## config.mk

```make
export PLATFORM = sky130hd
export DESIGN_NAME = infix_to_postfix_converter
export DESIGN_NICKNAME = d
export VERILOG_FILES = /design/src/hdl/ipc_pkg.sv /design/src/hdl/infix_to_postfix_converter.sv
export SDC_FILE = /design/constraint.sdc
export NUM_CORES = 1
export LEC_CHECK = 0
export ABC_AREA = 1
export BUFFER_PORTS_ARGS = -buffer_cell sky130_fd_sc_hd__buf_4
export CORE_MARGIN = 4
export CORE_UTILIZATION = 35
export DETAILED_ROUTE_END_ITERATION = 12
export SLEW_MARGIN = 5
export SYNTH_ARGS = -nofsm -noshare
export SYNTH_HDL_FRONTEND = slang
export SYNTH_SLANG_ARGS = --single-unit
```

## constraint.sdc

```tcl
create_clock -name clock -period 8.05 [get_ports clock]
set_input_delay 2.0125 -clock clock [delete_from_list [all_inputs] [get_ports clock]]
set_output_delay 2.0125 -clock clock [all_outputs]
set_load 0.03 [all_outputs]
```

## src/hdl/ipc_pkg.sv

```systemverilog
package ipc_pkg;

   // input item: one character of the infix expression, or the end mark
   typedef struct packed {
      logic [7:0] in_char;
      logic       end_of_expr;
   } req_type;

   // result item: a postfix character or the final status
   typedef struct packed {
      logic [7:0] out_char;
      logic [1:0] kind;
      logic [2:0] error_code;
      logic       last;
   } rsp_type;

   // sequencer states
   typedef enum logic [3:0] {
      S_IDLE,
      S_START,
      S_CLASSIFY,
      S_CLOSE,
      S_OPER,
      S_POP_SPACE,
      S_END_SPACE,
      S_FLUSH,
      S_STATUS,
      S_FINISH
   } seq_state_type;

   // result kinds
   localparam logic [1:0] KIND_CHAR   = 2'd0;
   localparam logic [1:0] KIND_ACCEPT = 2'd1;
   localparam logic [1:0] KIND_REJECT = 2'd2;

   // error codes
   localparam logic [2:0] ERR_NONE    = 3'd0;
   localparam logic [2:0] ERR_PAREN   = 3'd1;
   localparam logic [2:0] ERR_UNKNOWN = 3'd2;
   localparam logic [2:0] ERR_FULL    = 3'd3;
   localparam logic [2:0] ERR_LONG    = 3'd4;

   // stack entry codes
   localparam logic [2:0] OP_LPAREN = 3'd0;
   localparam logic [2:0] OP_ADD    = 3'd1;
   localparam logic [2:0] OP_SUB    = 3'd2;
   localparam logic [2:0] OP_MUL    = 3'd3;
   localparam logic [2:0] OP_DIV    = 3'd4;
   localparam logic [2:0] OP_POW    = 3'd5;

   // characters
   localparam logic [7:0] CH_NUL    = 8'h00;
   localparam logic [7:0] CH_TAB    = 8'h09;
   localparam logic [7:0] CH_CR     = 8'h0d;
   localparam logic [7:0] CH_SPACE  = 8'h20;
   localparam logic [7:0] CH_LPAREN = 8'h28;
   localparam logic [7:0] CH_RPAREN = 8'h29;
   localparam logic [7:0] CH_STAR   = 8'h2a;
   localparam logic [7:0] CH_PLUS   = 8'h2b;
   localparam logic [7:0] CH_MINUS  = 8'h2d;
   localparam logic [7:0] CH_SLASH  = 8'h2f;
   localparam logic [7:0] CH_ZERO   = 8'h30;
   localparam logic [7:0] CH_NINE   = 8'h39;
   localparam logic [7:0] CH_CARET  = 8'h5e;

   // register map
   localparam logic REG_OUTPUT_LIMIT = 1'b0;
   localparam logic [12:0] LIMIT_RESET = 13'd1024;

   // operator code of a character, open paren code when not an operator
   function automatic logic [2:0] op_code_of(input logic [7:0] c);
      logic [2:0] code;
      case (c)
         CH_PLUS:  code = OP_ADD;
         CH_MINUS: code = OP_SUB;
         CH_STAR:  code = OP_MUL;
         CH_SLASH: code = OP_DIV;
         CH_CARET: code = OP_POW;
         default:  code = OP_LPAREN;
      endcase
      return code;
   endfunction

   // binding strength of a stack entry
   function automatic logic [1:0] op_prec(input logic [2:0] code);
      logic [1:0] prec;
      case (code)
         OP_ADD, OP_SUB: prec = 2'd1;
         OP_MUL, OP_DIV: prec = 2'd2;
         OP_POW:         prec = 2'd3;
         default:        prec = 2'd0;
      endcase
      return prec;
   endfunction

   // character of a stack entry
   function automatic logic [7:0] op_char(input logic [2:0] code);
      logic [7:0] c;
      case (code)
         OP_LPAREN: c = CH_LPAREN;
         OP_ADD:    c = CH_PLUS;
         OP_SUB:    c = CH_MINUS;
         OP_MUL:    c = CH_STAR;
         OP_DIV:    c = CH_SLASH;
         OP_POW:    c = CH_CARET;
         default:   c = CH_NUL;
      endcase
      return c;
   endfunction

endpackage

```

## src/hdl/infix_to_postfix_converter.sv

```systemverilog
// Shunting-yard infix to postfix converter. One character arrives per item, and an item
// with end_of_expr set closes the expression and always yields exactly one status item
// (accepted, or rejected with an error code) as its last result. A small sequencer walks
// each item and, unless the result side stalls, hands out one result per cycle through a
// holding register, which lets it mark the final result of an item with last, and then an
// output register. Every operator popped from the stack yields its character and a
// separating space, and once the expression has failed any item other than the end mark
// yields no result. The operator stack is a STACK_DEPTH-entry memory with a registered
// read of its top entry; it holds at most STACK_DEPTH-1 operators. output_limit is written
// through the register port at address 0 and should only change between expressions.
module infix_to_postfix_converter #(
   parameter int STACK_DEPTH = 16
) (
   input  logic              clock,
   input  logic              reset,
   input  logic              req_valid,
   output logic              req_ready,
   input  ipc_pkg::req_type  req_data,
   output logic              rsp_valid,
   input  logic              rsp_ready,
   output ipc_pkg::rsp_type  rsp_data,
   input  logic              psel,
   input  logic              penable,
   input  logic              pwrite,
   input  logic [2:0]        paddr,
   input  logic [31:0]       pwdata,
   output logic [31:0]       prdata,
   output logic              pready
);
   import ipc_pkg::*;

   localparam int CW = (STACK_DEPTH > 1) ? $clog2(STACK_DEPTH) : 1;
   localparam logic [CW-1:0] STACK_MAX = CW'(STACK_DEPTH - 1);

   // control registers
   seq_state_type state_ff, state_in;
   seq_state_type ret_ff, ret_in;
   logic [CW-1:0] count_ff, count_in;
   logic          in_number_ff, in_number_in;
   logic [12:0]   emitted_ff, emitted_in;
   logic          failed_ff, failed_in;
   logic [2:0]    fail_code_ff, fail_code_in;
   logic [12:0]   limit_ff, limit_in;
   logic          hold_valid_ff, hold_valid_in;
   logic          rsp_valid_ff, rsp_valid_in;

   // payload registers
   logic [7:0]    char_ff, char_in;
   logic          end_ff, end_in;
   rsp_type       hold_ff, hold_in;
   rsp_type       rsp_data_ff, rsp_data_in;
   logic [2:0]    top_rd_ff;

   // operator stack
   logic [2:0]    stack_mem [STACK_DEPTH];
   logic [CW-1:0] rd_idx;

   // sequencer helpers
   logic          out_free;
   logic          can_emit;
   logic          emit_en;
   rsp_type       emit_item;
   logic          flush_en;
   logic          push_en;
   logic [2:0]    push_code;
   logic          fits1;
   logic          fits2;
   logic          is_digit;
   logic          is_white;
   logic [2:0]    oper_code;
   logic          pop_it;
   logic          cfg_write;

   assign req_ready = (state_ff == S_IDLE);
   assign rsp_valid = rsp_valid_ff;
   assign rsp_data  = rsp_data_ff;
   assign pready    = 1'b1;

   // register port
   assign cfg_write = psel && penable && pwrite && (paddr[2] == REG_OUTPUT_LIMIT);
   assign limit_in  = cfg_write ? pwdata[12:0] : limit_ff;
   assign prdata    = (paddr[2] == REG_OUTPUT_LIMIT) ? {19'd0, limit_ff} : 32'd0;

   // character classes and limit checks
   assign is_digit  = (char_ff >= CH_ZERO) && (char_ff <= CH_NINE);
   assign is_white  = (char_ff == CH_SPACE) || ((char_ff >= CH_TAB) && (char_ff <= CH_CR));
   assign oper_code = op_code_of(char_ff);
   assign pop_it    = (oper_code == OP_POW) ? (op_prec(top_rd_ff) > op_prec(oper_code))
                                            : (op_prec(top_rd_ff) >= op_prec(oper_code));
   assign fits1     = ({1'b0, emitted_ff} + 14'd1) < {1'b0, limit_ff};
   assign fits2     = ({1'b0, emitted_ff} + 14'd2) < {1'b0, limit_ff};
   assign out_free  = !rsp_valid_ff || rsp_ready;
   assign can_emit  = !hold_valid_ff || out_free;
   assign rd_idx    = (count_ff == '0) ? '0 : count_ff - CW'(1);

   // sequencer next state
   always_comb begin
      state_in     = state_ff;
      ret_in       = ret_ff;
      count_in     = count_ff;
      in_number_in = in_number_ff;
      emitted_in   = emitted_ff;
      failed_in    = failed_ff;
      fail_code_in = fail_code_ff;
      char_in      = char_ff;
      end_in       = end_ff;
      emit_en      = 1'b0;
      emit_item    = '{out_char: CH_NUL, kind: KIND_CHAR, error_code: ERR_NONE, last: 1'b0};
      flush_en     = 1'b0;
      push_en      = 1'b0;
      push_code    = OP_LPAREN;

      case (state_ff)
         S_IDLE: begin
            if (req_valid) begin
               char_in  = req_data.in_char;
               end_in   = req_data.end_of_expr;
               state_in = S_START;
            end
         end

         S_START: begin
            if (end_ff) begin
               state_in = (!failed_ff && in_number_ff) ? S_END_SPACE : S_FLUSH;
            end else if (failed_ff) begin
               state_in = S_FINISH;
            end else if (is_digit) begin
               in_number_in = 1'b1;
               if (!fits1) begin
                  failed_in    = 1'b1;
                  fail_code_in = ERR_LONG;
                  state_in     = S_FINISH;
               end else if (can_emit) begin
                  emit_en            = 1'b1;
                  emit_item.out_char = char_ff;
                  emitted_in         = emitted_ff + 13'd1;
                  state_in           = S_FINISH;
               end
            end else if (in_number_ff) begin
               // a run of digits ends with a space
               if (!fits1) begin
                  in_number_in = 1'b0;
                  failed_in    = 1'b1;
                  fail_code_in = ERR_LONG;
                  state_in     = S_FINISH;
               end else if (can_emit) begin
                  in_number_in       = 1'b0;
                  emit_en            = 1'b1;
                  emit_item.out_char = CH_SPACE;
                  emitted_in         = emitted_ff + 13'd1;
                  state_in           = S_CLASSIFY;
               end
            end else begin
               state_in = S_CLASSIFY;
            end
         end

         S_CLASSIFY: begin
            if (is_white) begin
               state_in = S_FINISH;
            end else if (char_ff == CH_LPAREN) begin
               if (count_ff >= STACK_MAX) begin
                  failed_in    = 1'b1;
                  fail_code_in = ERR_FULL;
               end else begin
                  push_en   = 1'b1;
                  push_code = OP_LPAREN;
                  count_in  = count_ff + CW'(1);
               end
               state_in = S_FINISH;
            end else if (char_ff == CH_RPAREN) begin
               state_in = S_CLOSE;
            end else if (oper_code != OP_LPAREN) begin
               state_in = S_OPER;
            end else begin
               failed_in    = 1'b1;
               fail_code_in = ERR_UNKNOWN;
               state_in     = S_FINISH;
            end
         end

         // pop operators down to the matching open paren
         S_CLOSE: begin
            if (count_ff != '0 && top_rd_ff != OP_LPAREN) begin
               if (!fits2) begin
                  failed_in    = 1'b1;
                  fail_code_in = ERR_LONG;
                  state_in     = S_FINISH;
               end else if (can_emit) begin
                  emit_en            = 1'b1;
                  emit_item.out_char = op_char(top_rd_ff);
                  emitted_in         = emitted_ff + 13'd1;
                  count_in           = count_ff - CW'(1);
                  ret_in             = S_CLOSE;
                  state_in           = S_POP_SPACE;
               end
            end else if (count_ff == '0) begin
               failed_in    = 1'b1;
               fail_code_in = ERR_PAREN;
               state_in     = S_FINISH;
            end else begin
               count_in = count_ff - CW'(1);
               state_in = S_FINISH;
            end
         end

         // pop operators that bind at least as tightly (more tightly for ^), then push
         S_OPER: begin
            if (count_ff != '0 && top_rd_ff != OP_LPAREN && pop_it) begin
               if (!fits2) begin
                  failed_in    = 1'b1;
                  fail_code_in = ERR_LONG;
                  state_in     = S_FINISH;
               end else if (can_emit) begin
                  emit_en            = 1'b1;
                  emit_item.out_char = op_char(top_rd_ff);
                  emitted_in         = emitted_ff + 13'd1;
                  count_in           = count_ff - CW'(1);
                  ret_in             = S_OPER;
                  state_in           = S_POP_SPACE;
               end
            end else begin
               if (count_ff >= STACK_MAX) begin
                  failed_in    = 1'b1;
                  fail_code_in = ERR_FULL;
               end else begin
                  push_en   = 1'b1;
                  push_code = oper_code;
                  count_in  = count_ff + CW'(1);
               end
               state_in = S_FINISH;
            end
         end

         // space after a popped operator; also lets the registered top read catch up
         S_POP_SPACE: begin
            if (can_emit) begin
               emit_en            = 1'b1;
               emit_item.out_char = CH_SPACE;
               emitted_in         = emitted_ff + 13'd1;
               state_in           = ret_ff;
            end
         end

         S_END_SPACE: begin
            if (!fits1) begin
               in_number_in = 1'b0;
               failed_in    = 1'b1;
               fail_code_in = ERR_LONG;
               state_in     = S_STATUS;
            end else if (can_emit) begin
               in_number_in       = 1'b0;
               emit_en            = 1'b1;
               emit_item.out_char = CH_SPACE;
               emitted_in         = emitted_ff + 13'd1;
               state_in           = S_FLUSH;
            end
         end

         // empty the stack at the end of the expression
         S_FLUSH: begin
            if (!failed_ff && count_ff != '0) begin
               if (top_rd_ff == OP_LPAREN) begin
                  failed_in    = 1'b1;
                  fail_code_in = ERR_PAREN;
                  state_in     = S_STATUS;
               end else if (!fits2) begin
                  failed_in    = 1'b1;
                  fail_code_in = ERR_LONG;
                  state_in     = S_STATUS;
               end else if (can_emit) begin
                  emit_en            = 1'b1;
                  emit_item.out_char = op_char(top_rd_ff);
                  emitted_in         = emitted_ff + 13'd1;
                  count_in           = count_ff - CW'(1);
                  ret_in             = S_FLUSH;
                  state_in           = S_POP_SPACE;
               end
            end else begin
               state_in = S_STATUS;
            end
         end

         S_STATUS: begin
            if (can_emit) begin
               emit_en = 1'b1;
               if (failed_ff) begin
                  emit_item.kind       = KIND_REJECT;
                  emit_item.error_code = fail_code_ff;
               end else begin
                  emit_item.kind = KIND_ACCEPT;
               end
               count_in     = '0;
               in_number_in = 1'b0;
               emitted_in   = '0;
               failed_in    = 1'b0;
               fail_code_in = ERR_NONE;
               state_in     = S_FINISH;
            end
         end

         // release the held item marked as last
         S_FINISH: begin
            if (!hold_valid_ff) begin
               state_in = S_IDLE;
            end else if (out_free) begin
               flush_en = 1'b1;
               state_in = S_IDLE;
            end
         end

         default: begin
            state_in = S_IDLE;
         end
      endcase
   end

   // holding register and output register
   always_comb begin
      rsp_valid_in  = rsp_valid_ff && !rsp_ready;
      rsp_data_in   = rsp_data_ff;
      hold_valid_in = hold_valid_ff;
      hold_in       = hold_ff;
      if (emit_en) begin
         if (hold_valid_ff) begin
            rsp_valid_in = 1'b1;
            rsp_data_in  = hold_ff;
         end
         hold_in       = emit_item;
         hold_valid_in = 1'b1;
      end else if (flush_en) begin
         rsp_valid_in     = 1'b1;
         rsp_data_in      = hold_ff;
         rsp_data_in.last = 1'b1;
         hold_valid_in    = 1'b0;
      end
   end

   // control state
   always_ff @(posedge clock) begin
      if (reset) begin
         state_ff      <= S_IDLE;
         ret_ff        <= S_IDLE;
         count_ff      <= '0;
         in_number_ff  <= 1'b0;
         emitted_ff    <= '0;
         failed_ff     <= 1'b0;
         fail_code_ff  <= ERR_NONE;
         limit_ff      <= LIMIT_RESET;
         hold_valid_ff <= 1'b0;
         rsp_valid_ff  <= 1'b0;
      end else begin
         state_ff      <= state_in;
         ret_ff        <= ret_in;
         count_ff      <= count_in;
         in_number_ff  <= in_number_in;
         emitted_ff    <= emitted_in;
         failed_ff     <= failed_in;
         fail_code_ff  <= fail_code_in;
         limit_ff      <= limit_in;
         hold_valid_ff <= hold_valid_in;
         rsp_valid_ff  <= rsp_valid_in;
      end
   end

   // payload
   always_ff @(posedge clock) begin
      char_ff     <= char_in;
      end_ff      <= end_in;
      hold_ff     <= hold_in;
      rsp_data_ff <= rsp_data_in;
   end

   // operator stack, written on push, top read registered
   always_ff @(posedge clock) begin
      if (push_en) begin
         stack_mem[count_ff] <= push_code;
      end
      top_rd_ff <= stack_mem[rd_idx];
   end

endmodule
```

### Yosys cells after proc, flatten, opt, wreduce, memory -nomap -nowiden

Memories as Yosys holds them, arrays and structs flattened. A register that Yosys moved wholly into a read port is not among the register bits.
Cells that the tools add are included.

* $mul: 0
* shift operators: 0
* reductions and logical operators: 45
* equality and inequality tests: 54
* div/mod/pow operators: 0
* bitwise gates (word level): 1
* add/sub/neg operators: 5
* $lt $le $gt $ge: 9
* muxes and demuxes: 167

Operators by type and width (count)
* 2-to-1 mux 4 bit: 46
* 2-to-1 mux 13 bit: 13
* case mux 13 bit (7 select lines): 1
* 2-to-1 mux 3 bit: 20
* == test 8 x 6 -> 1 bit, second input constant: 7
* 2-to-1 mux 7 bit: 8
* 2-to-1 mux 1 bit: 53
* case mux 8 bit (6 select lines): 1
* 2-to-1 mux 14 bit: 3
* case mux 7 bit (6 select lines): 1
* 2-to-1 mux 8 bit: 5
* case mux 4 bit (10 select lines): 1
* inequality test 2 bit, second input constant: 19
* case mux 7 bit (5 select lines): 1
* < comparator 14 x 13 -> 1 bit: 2
* inequality test 3 bit, second input constant: 7
* case mux 3 bit (7 select lines): 1
* case mux 4 bit (5 select lines): 1
* 2-to-1 mux 6 bit: 3
* AND reduction 9 bit: 2
* == test 4 x 3 -> 1 bit, second input constant: 4
* case mux 3 bit (5 select lines): 1
* adder 13 x 1 -> 14 bit, second input constant: 1
* adder 13 x 2 -> 14 bit, second input constant: 1
* 43 further kinds: 79

* memories: 1
* output and inout bits: 49
* input bits: 51
* ROM bits: 0
* flip-flop bits (word level): 81
* bits in latches: 0
* word-level logic and storage cells: 301
* bits in writable memories: 48

Memories
* stack_mem: words 16, bits a word 3, read ports 1, clocked after memory_dff 1, wr ports 1, line infix_to_postfix_converter.sv:55 `logic [2:0] stack_mem [STACK_DEPTH];`

### Logic depth before layout (Yosys ltp)

Gate-level depths: netlist of the first run.

* depth in word-level cells: 12
* gate-level depth with buffers: 25
* mapped depth without buffers: 25

### Worst setup path before layout of the first run

No wires, ideal clock.

* kind: input port to output port
* from: input port paddr[2]
* to: output port prdata[10]
* path buffers: 1
* slack: 3408 ps
* arrival time: 2629 ps
* cell stages on the path: 2
* required time: 6037 ps
* cell sequence: clkbuf_1 nor2_1

* longest elaborated chain between the ends: 1

Ends and longest elaborated chain
* from (decl): line infix_to_postfix_converter.sv:25 `input logic [2:0] paddr,`
* 2-to-1 mux 13 bit: line infix_to_postfix_converter.sv:82 `assign prdata = (paddr[2] == REG_OUTPUT_LIMIT) ? {19'd0, limit_ff} : 32'd0;`
* to (decl): line infix_to_postfix_converter.sv:27 `output logic [31:0] prdata,`

Every way passes these cells.

### Final worst setup path of the first run

* from: input port paddr[2]
* to: output port prdata[11]

The elaborated chain is that of the path after synthesis.

==> flow_metrics.py, run 1 <==
metrics = {
    "outcome": {
        "status": "complete, no violations",
    },
    "logic_synthesis": {
        "yosysUniqueCellTypes": 46,
        "synth_area_mm2": 0.00781,
        "yosys_register_bits": 130,
        "yosysSeqAreaShare_pct": 44.1,
        "synth-async-reset-ratio_pct": 0,
        "netlist_top_cells_area": "edfxtp_1 (32%), dfxtp_1 (12%), nand2_1 (9.1%), nor2_1 (6.5%), inv_1 (6.1%)",
        "yosysTopAreaCell": "edfxtp_1",
        "syn_inst": 982,
        "yosysWarnings": 0,
        "ys.flop_type": "edfxtp_1",
        "synth_edf_count": 84,
        "syn_avg_cell_area_um2": 7.95,
        "synth_top_area_share_pct": 32.3,
    },
    "sta": {
        "fin_crit_ps": 4480,
        "finalCritPeriodShare_pct": 55.6,
        "rsz0062_at_grt": "false",
        "max_freq_mhz": 223,
        "tns_ps": 0,
        "finalMaxSlewViolations": 0,
        "worst_pin_slew_ps": 1100,
        "final_hold_viol_count": 0,
        "setup_slack_ps": 3570,
        "max-slew-margin-rel_pct": 26.5,
        "clock_skew_ps": 11.0,
        "setup-violations-final": 0,
    },
    "critical_path": {
        "critPathKind": "input pin to primary output",
        "required_ps": 6040,
        "cp-end-kind": "primary output",
        "path_max_fanout": 14,
        "rrSetupSlack_ps": 3660,
        "cp.arrival_ps": 2470,
        "worst_setup_path_start_kind": "input pin",
    },
    "cts": {
        "cts_hold_buf": 0,
        "root_buffer": "clkbuf_16",
        "clockBufferDepth": 2,
        "cts.sinks": 130,
        "clk_pin_slew_ps": 60,
        "cts_buffers": 17,
        "cts_max_level": 4,
        "cts-resized-gates": 0,
        "cts_setup_buffers": 0,
        "cts_tree": "done",
        "clk_latency_ps": 430,
    },
    "detailed_routing": {
        "wl_um": 19700,
        "drtAntennaViolNets": 0,
        "drt_iter0_drc": 491,
        "vias": 6646,
        "drc": 0,
        "routed_via_density": 4.98,
        "wl_per_cell_um": 14.7,
        "dr.pass1.iters": 5,
    },
    "placement": {
        "routabilityCongestion": 0.941,
        "placed_cells": 1302,
        "port_buffers": 58,
        "hpwl_um": 14700,
        "pre_cts_slack_ps": 3480,
    },
    "floorplan": {
        "initial_core_util_pct": 35.7,
        "core_region_area_mm2": 0.0219,
        "rows": 54,
        "die_w_um": 157,
        "ioPinCount": 100,
        "die_h_um": 157,
        "die_area_mm2": 0.0248,
    },
    "layout": {
        "syn_to_final_growth_pct": 15.2,
        "nNetsFinal": 1128,
        "final_util_pct": 41.1,
        "n_fill_cell": 2235,
        "drive_gt1_share_pct": 13.1,
        "diodes": 0,
        "stdcell_count": 1334,
    },
    "grt": {
        "grt_pass1_vias": 6233,
        "grt_pass1_wl_um": 31600,
        "antenna_found_initial": 0,
        "grt_overflow_total": 0,
        "grt_start_max_net_pins": 32,
        "grt_usage_pct": 16.1,
    },
    "pwr": {
        "peakVddDrop_mv": 0.158,
        "leakagePower_nw": 3.83,
        "p_per_area_mw_per_mm2": 407,
    },
    "flow_run": {
        "maxCapViolCount": 0,
    },
    "worst_hold_path": {
        "holdCritPathClass": "register to register",
    },
}
==> worst paths after layout <==
check	endpoint	from	depth (start not counted)
hold reg to reg	rsp_data[9]	hold_ff[9]	0
setup / recovery	prdata[11]	paddr[2]	3
hold / removal	rsp_data[9]	hold_ff[9]	0
setup reg to reg	hold_ff[10]	emitted_ff[2]	15
==> power by group <==
group          leakage, nW  internal [W]  switching, W
Sequential            1.06      0.000882      0.000116
Clock                0.266      0.000431      0.000318
Combinational         2.50      0.000590       0.00132
==> layer usage <==
| layer | up-vias | wire (um) | global-route usage, % |
|---|---|---|---|
| li1 | 3355 | - | - |
| met1 | 3061 | 9490 | 22.4 |
| met2 | 205 | 8790 | 25.4 |
| met3 | 25 | 1060 | 3.00 |
| met4 | 0 | 329 | 5.57 |
| met5 | - | 0 | 0 |
==> synth_stat cells, types with 8 or more instances <==
master      n
nand2_1   190
nor2_1    135
inv_1     127
edfxtp_1   84
nand3_1    70
a21oi_1    54
o21ai_0    53
dfxtp_1    46
ha_1       36
buf_4      24
xor2_1     21
nand4_1    11
a21oi_2    10
nor3_1     10
clkbuf_1    9
nand2_2     9
o22ai_1     9
o211ai_1    8
o221ai_1    8
==> registers in the layout, indices dropped and copies added (netlist names) <==
name,cells
fail_code_ff,3
in_number_ff,1
failed_ff,1
rsp_data,14
end_ff,1
emitted_ff,13
rsp_valid,1
limit_ff,13
hold_ff,13
state_ff,4
hold_valid_ff,1
stack_mem,48
ret_ff,2
top_rd_ff,3
char_ff,8
count_ff,4
==> stage by stage <==
stage,hold slack [ps],area (um2),power (W)
2_1_floorplan,400,7890,0.00245
3_3_place_gp,404,8420,0.00288
3_5_place_dp,405,8420,0.00290
4_1_cts,418,8990,0.00367
5_1_grt,415,8990,0.00396
6_report,415,8990,0.00366
==> cells in the final DEF, fill, tap and decap left out, types with 2 or more instances in the layout <==
cell and count:
nand3_1 70, o22ai_1 9, o221ai_1 8, and3_1 2
dfxtp_1 46, clkinvlp_4 5, xor2_1 21, nor2_4 4
inv_1 127, clkbuf_16 17, a21oi_1 54, conb_1 24
a21o_1 4, buf_4 59, o211ai_1 8, o21ai_1 3
inv_2 7, nor2_2 6, nor2_1 135, inv_6 6
nor4_1 3, nand2_2 9, nand2_1 190, a21oi_2 10
edfxtp_1 84, o21ai_0 53, nand4_1 11, a31oi_1 4
a32o_1 2, nand3_2 5, a22oi_1 4, o32ai_1 2
nor3_1 10, ha_1 36
==> critical path: stages <==
cell	delay (ps)
buf_4	170
nor2_1	120
buf_4	170
==> cell families after synthesis <==
logic type,Yosys count,synth area share (%)
compound gates,165,12.7
xor+xnor,22,2.47
fa+ha+maj,36,5.77
buf+inv,177,9.90
flops,130,44.1
other cells,2,0.0962
simple gates,450,25.0
==> final cells by class <==
| type | count | area [um2] | share of cell area [%] |
|---|---|---|---|
| multi-input combinational | 697 | 3670 | 40.8 |
| sequential | 130 | 3440 | 38.3 |
| inverter | 136 | 513 | 5.70 |
| timing repair buffer | 59 | 443 | 4.92 |
| clock buffer | 17 | 425 | 4.73 |
| tap | 280 | 350 | 3.90 |
| clock inverter | 15 | 145 | 1.61 |
Power figures use the tool's default switching activity.
==> run 2, diff against run 1 <==
--- a/config.mk
+++ b/config.mk
@@ -5,7 +5,7 @@
 export SDC_FILE = /design/constraint.sdc
 export NUM_CORES = 1
 export LEC_CHECK = 0
-export ABC_AREA = 1
+export ABC_AREA = 0
 export BUFFER_PORTS_ARGS = -buffer_cell sky130_fd_sc_hd__buf_4
 export CORE_MARGIN = 4
 export CORE_UTILIZATION = 35
==> constraint.sdc (replaced) <==
create_clock -name clock -period 3.7 [get_ports clock]
set_input_delay 0.925 -clock clock [delete_from_list [all_inputs] [get_ports clock]]
set_output_delay 0.925 -clock clock [all_outputs]
set_load 0.03 [all_outputs]
==> run 2 against run 1 <==
Via count increased by 1.4%. Area after synthesis increased by 0.51%. Non-clock buffer count increased by 70. Utilization increased by 2.9 points. Sequential share of layout area decreased by 2.6 points. Register-to-register slack got worse by 3500 ps. Global-route usage increased by 0.59 points. Largest power group unchanged. Worst setup slack got worse by 3400 ps. Clock power increased by 130%. Clock skew about the same. Cell count decreased by 7.0%. Worst hold slack improved by 3.1 ps.
==> flow_metrics.py, run 2 <==
metrics = {
    "outcome": {
        "status": "complete, no violations",
    },
    "critical_path": {
        "crit_chain": "or4b_2 > nor2_2 > o21ai_0 > a21oi_1 > ha_1 > nand2b_1 > a21oi_2 > buf_4 > nor3_1 > o21ai_1 > buf_4 > o211ai_4 > nand2_2 > clkinvlp_4 > buf_4 > o31ai_1",
        "cp-end-kind": "register",
        "cpMostUsedCell": "buf_4",
        "critPathTopFamily": "simple AND/OR/NAND/NOR gates",
        "cpPeakStageDelay_ps": 740,
        "cp_num_buf_inv": 4,
        "critPathKind": "register to register",
        "crit_slowest_cell": "or4b_2",
        "rrSetupSlack_ps": 200,
        "path_max_fanout": 5,
        "worst_setup_path_start_kind": "register",
        "required_ps": 4020,
        "cp.arrival_ps": 3820,
    },
    "cts": {
        "cts_max_level": 4,
        "cts_buffers": 17,
        "clockBufferDepth": 2,
        "cts_tree": "done",
        "cts_setup_buffers": 0,
        "clk_pin_slew_ps": 60,
        "cts_hold_buf": 0,
        "clk_latency_ps": 430,
        "root_buffer": "clkbuf_16",
        "cts.sinks": 130,
    },
    "layout": {
        "drive_gt1_share_pct": 21.6,
        "n_fill_cell": 2146,
        "mostFrequentLayoutCells": "buf_4 (126), nand2_1 (104), edfxtp_1 (84), nor2_1 (67), a21oi_1 (47)",
        "diodes": 0,
        "final-seq-area_mm2": 0.00344,
        "final_common_cell": "buf_4",
        "largest_register_ffs": 48,
        "top_register": "stack_mem",
        "syn_to_final_growth_pct": 23.2,
        "nNetsFinal": 1034,
        "multiInputGateArea_mm2": 0.00414,
    },
    "sta": {
        "final_hold_viol_count": 0,
        "rsz0062_at_grt": "true",
        "fin_crit_ps": 3500,
        "finalMaxSlewViolations": 0,
        "setup-violations-final": 0,
        "whs_ps": 419,
        "clock_skew_ps": 11.3,
        "worst_pin_slew_ps": 969,
        "tns_ps": 0,
        "max_freq_mhz": 286,
        "max-slew-margin-rel_pct": 34.5,
        "finalCritPeriodShare_pct": 94.5,
    },
    "logic_synthesis": {
        "syn_avg_cell_area_um2": 9.25,
        "ys.flop_type": "edfxtp_1",
        "synth-async-reset-ratio_pct": 0,
        "yosysMostFrequentCell": "nand2_1",
        "yosysTopAreaCell": "edfxtp_1",
        "yosysWarnings": 0,
        "syn_inst": 848,
        "ys_top_cells_by_count": "nand2_1 (106), edfxtp_1 (84), nor2_1 (73)",
        "yosysUniqueCellTypes": 88,
        "synth_area_mm2": 0.00785,
        "netlist_top_cells_area": "edfxtp_1 (32%), dfxtp_1 (12%), ha_1 (5.7%), nand2_1 (5.1%), nor2_1 (3.5%)",
        "synth_top_area_share_pct": 32.1,
        "yosys_register_bits": 130,
        "yosysSeqAreaShare_pct": 43.9,
        "synth_edf_count": 84,
    },
    "floorplan": {
        "rows": 54,
        "ioPinCount": 100,
        "initial_core_util_pct": 35.7,
        "die_w_um": 158,
        "die_area_mm2": 0.0249,
        "core_region_area_mm2": 0.0220,
        "die_h_um": 158,
    },
    "pwr": {
        "peakVddDrop_mv": 0.350,
        "leakagePower_nw": 3.79,
        "p_per_area_mw_per_mm2": 580,
    },
    "detailed_routing": {
        "drt_iter0_drc": 477,
        "vias": 6739,
        "routed_via_density": 5.43,
        "dr.pass1.iters": 5,
        "drtAntennaViolNets": 0,
        "wl_um": 20700,
        "drc": 0,
        "wl_per_cell_um": 16.7,
    },
    "flow_run": {
        "maxCapViolCount": 0,
    },
    "grt": {
        "grt_usage_pct": 16.7,
        "grt_pass1_vias": 6435,
        "grt_start_max_net_pins": 40,
        "grt_overflow_total": 0,
        "antenna_found_initial": 0,
        "grt_pass1_wl_um": 33100,
    },
    "placement": {
        "hpwl_um": 15200,
        "routabilityCongestion": 0.925,
        "port_buffers": 58,
    },
    "worst_hold_path": {
        "holdCritPathClass": "register to register",
    },
}
run 2: cell types whose count changed in the layout (fill, tap and decap cells not counted), moves of 11 or more:
cell / before / now
a31oi_1: 4 / 16
buf_4: 59 / 126
nor2_1: 135 / 67
o21ai_0: 53 / 26
or3_1: 0 / 17
nand2_1: 190 / 104
inv_1: 127 / 33
nor3_1: 10 / 25
and3_1: 2 / 13
nand2b_1: 0 / 11
nand3_1: 70 / 22
a211oi_1: 0 / 12
run 2: where the power goes:
group          switching (W)  internal (W)  leakage (nW)
Sequential          0.000172       0.00173          1.25
Clock               0.000636       0.00105         0.277
Combinational        0.00122      0.000796          2.26
run 2: kinds of logic after synthesis:
group	synth area share [%]
simple gates	21.7
compound gates	18.2
flops	43.9
buf+inv	6.35
fa+ha+maj	5.74
xor+xnor	2.57
mux	1.39
other cells	0.0957
run 2: area by class of cell:
class	count	share of cell area, %
clock buffer	17	4.40
clock inverter	15	1.73
multi-input combinational	634	42.9
tap	280	3.63
timing repair buffer	129	10.3
inverter	35	1.40
sequential	130	35.6
run 2: layer usage:
layer  track usage, %  wire, um
met5                0         0
met4             5.82       338
met3             3.14       984
met2             27.4      9940
met1             22.2      9410
run 2: path summary, 6_finish.rpt:
path,start,end,cells past startpoint
worst max-delay path,char_ff[4],emitted_ff[1],16
worst min-delay path,hold_ff[2],rsp_data[2],0
worst max register to register,char_ff[4],emitted_ff[1],16
worst min register to register,hold_ff[2],rsp_data[2],0
run 2: what timing repair did:
item,CTS,global route
endpoints found under the setup margin,30,93
resized for setup,5,26
gates cloned,0,0
pin swaps,0,4
run 2: metrics by stage:
step,total power (W),cell area (um2),instances,utilization (%),worst slack (ps)
global placement,0.00386,8940,1208,40.7,1.63
floorplan,0.00323,7960,870,-,4.91
finish,0.00561,9660,1240,44.0,205
global route,0.00591,9660,1240,44.0,-35.2
CTS,0.00558,9560,1240,43.6,37.3
detailed placement,0.00387,8940,1208,40.7,-76.7
run 2: worst register-to-register path, stage by stage, from the launching register on:
cell and delay (ps):
edfxtp_1 400, or4b_2 740, nor2_2 150, o21ai_0 80, a21oi_1 130, ha_1 250, nand2b_1 180, a21oi_2 210
buf_4 150, nor3_1 40, o21ai_1 160, buf_4 170, o211ai_4 120, nand2_2 130, clkinvlp_4 110, buf_4 170
o31ai_1 220
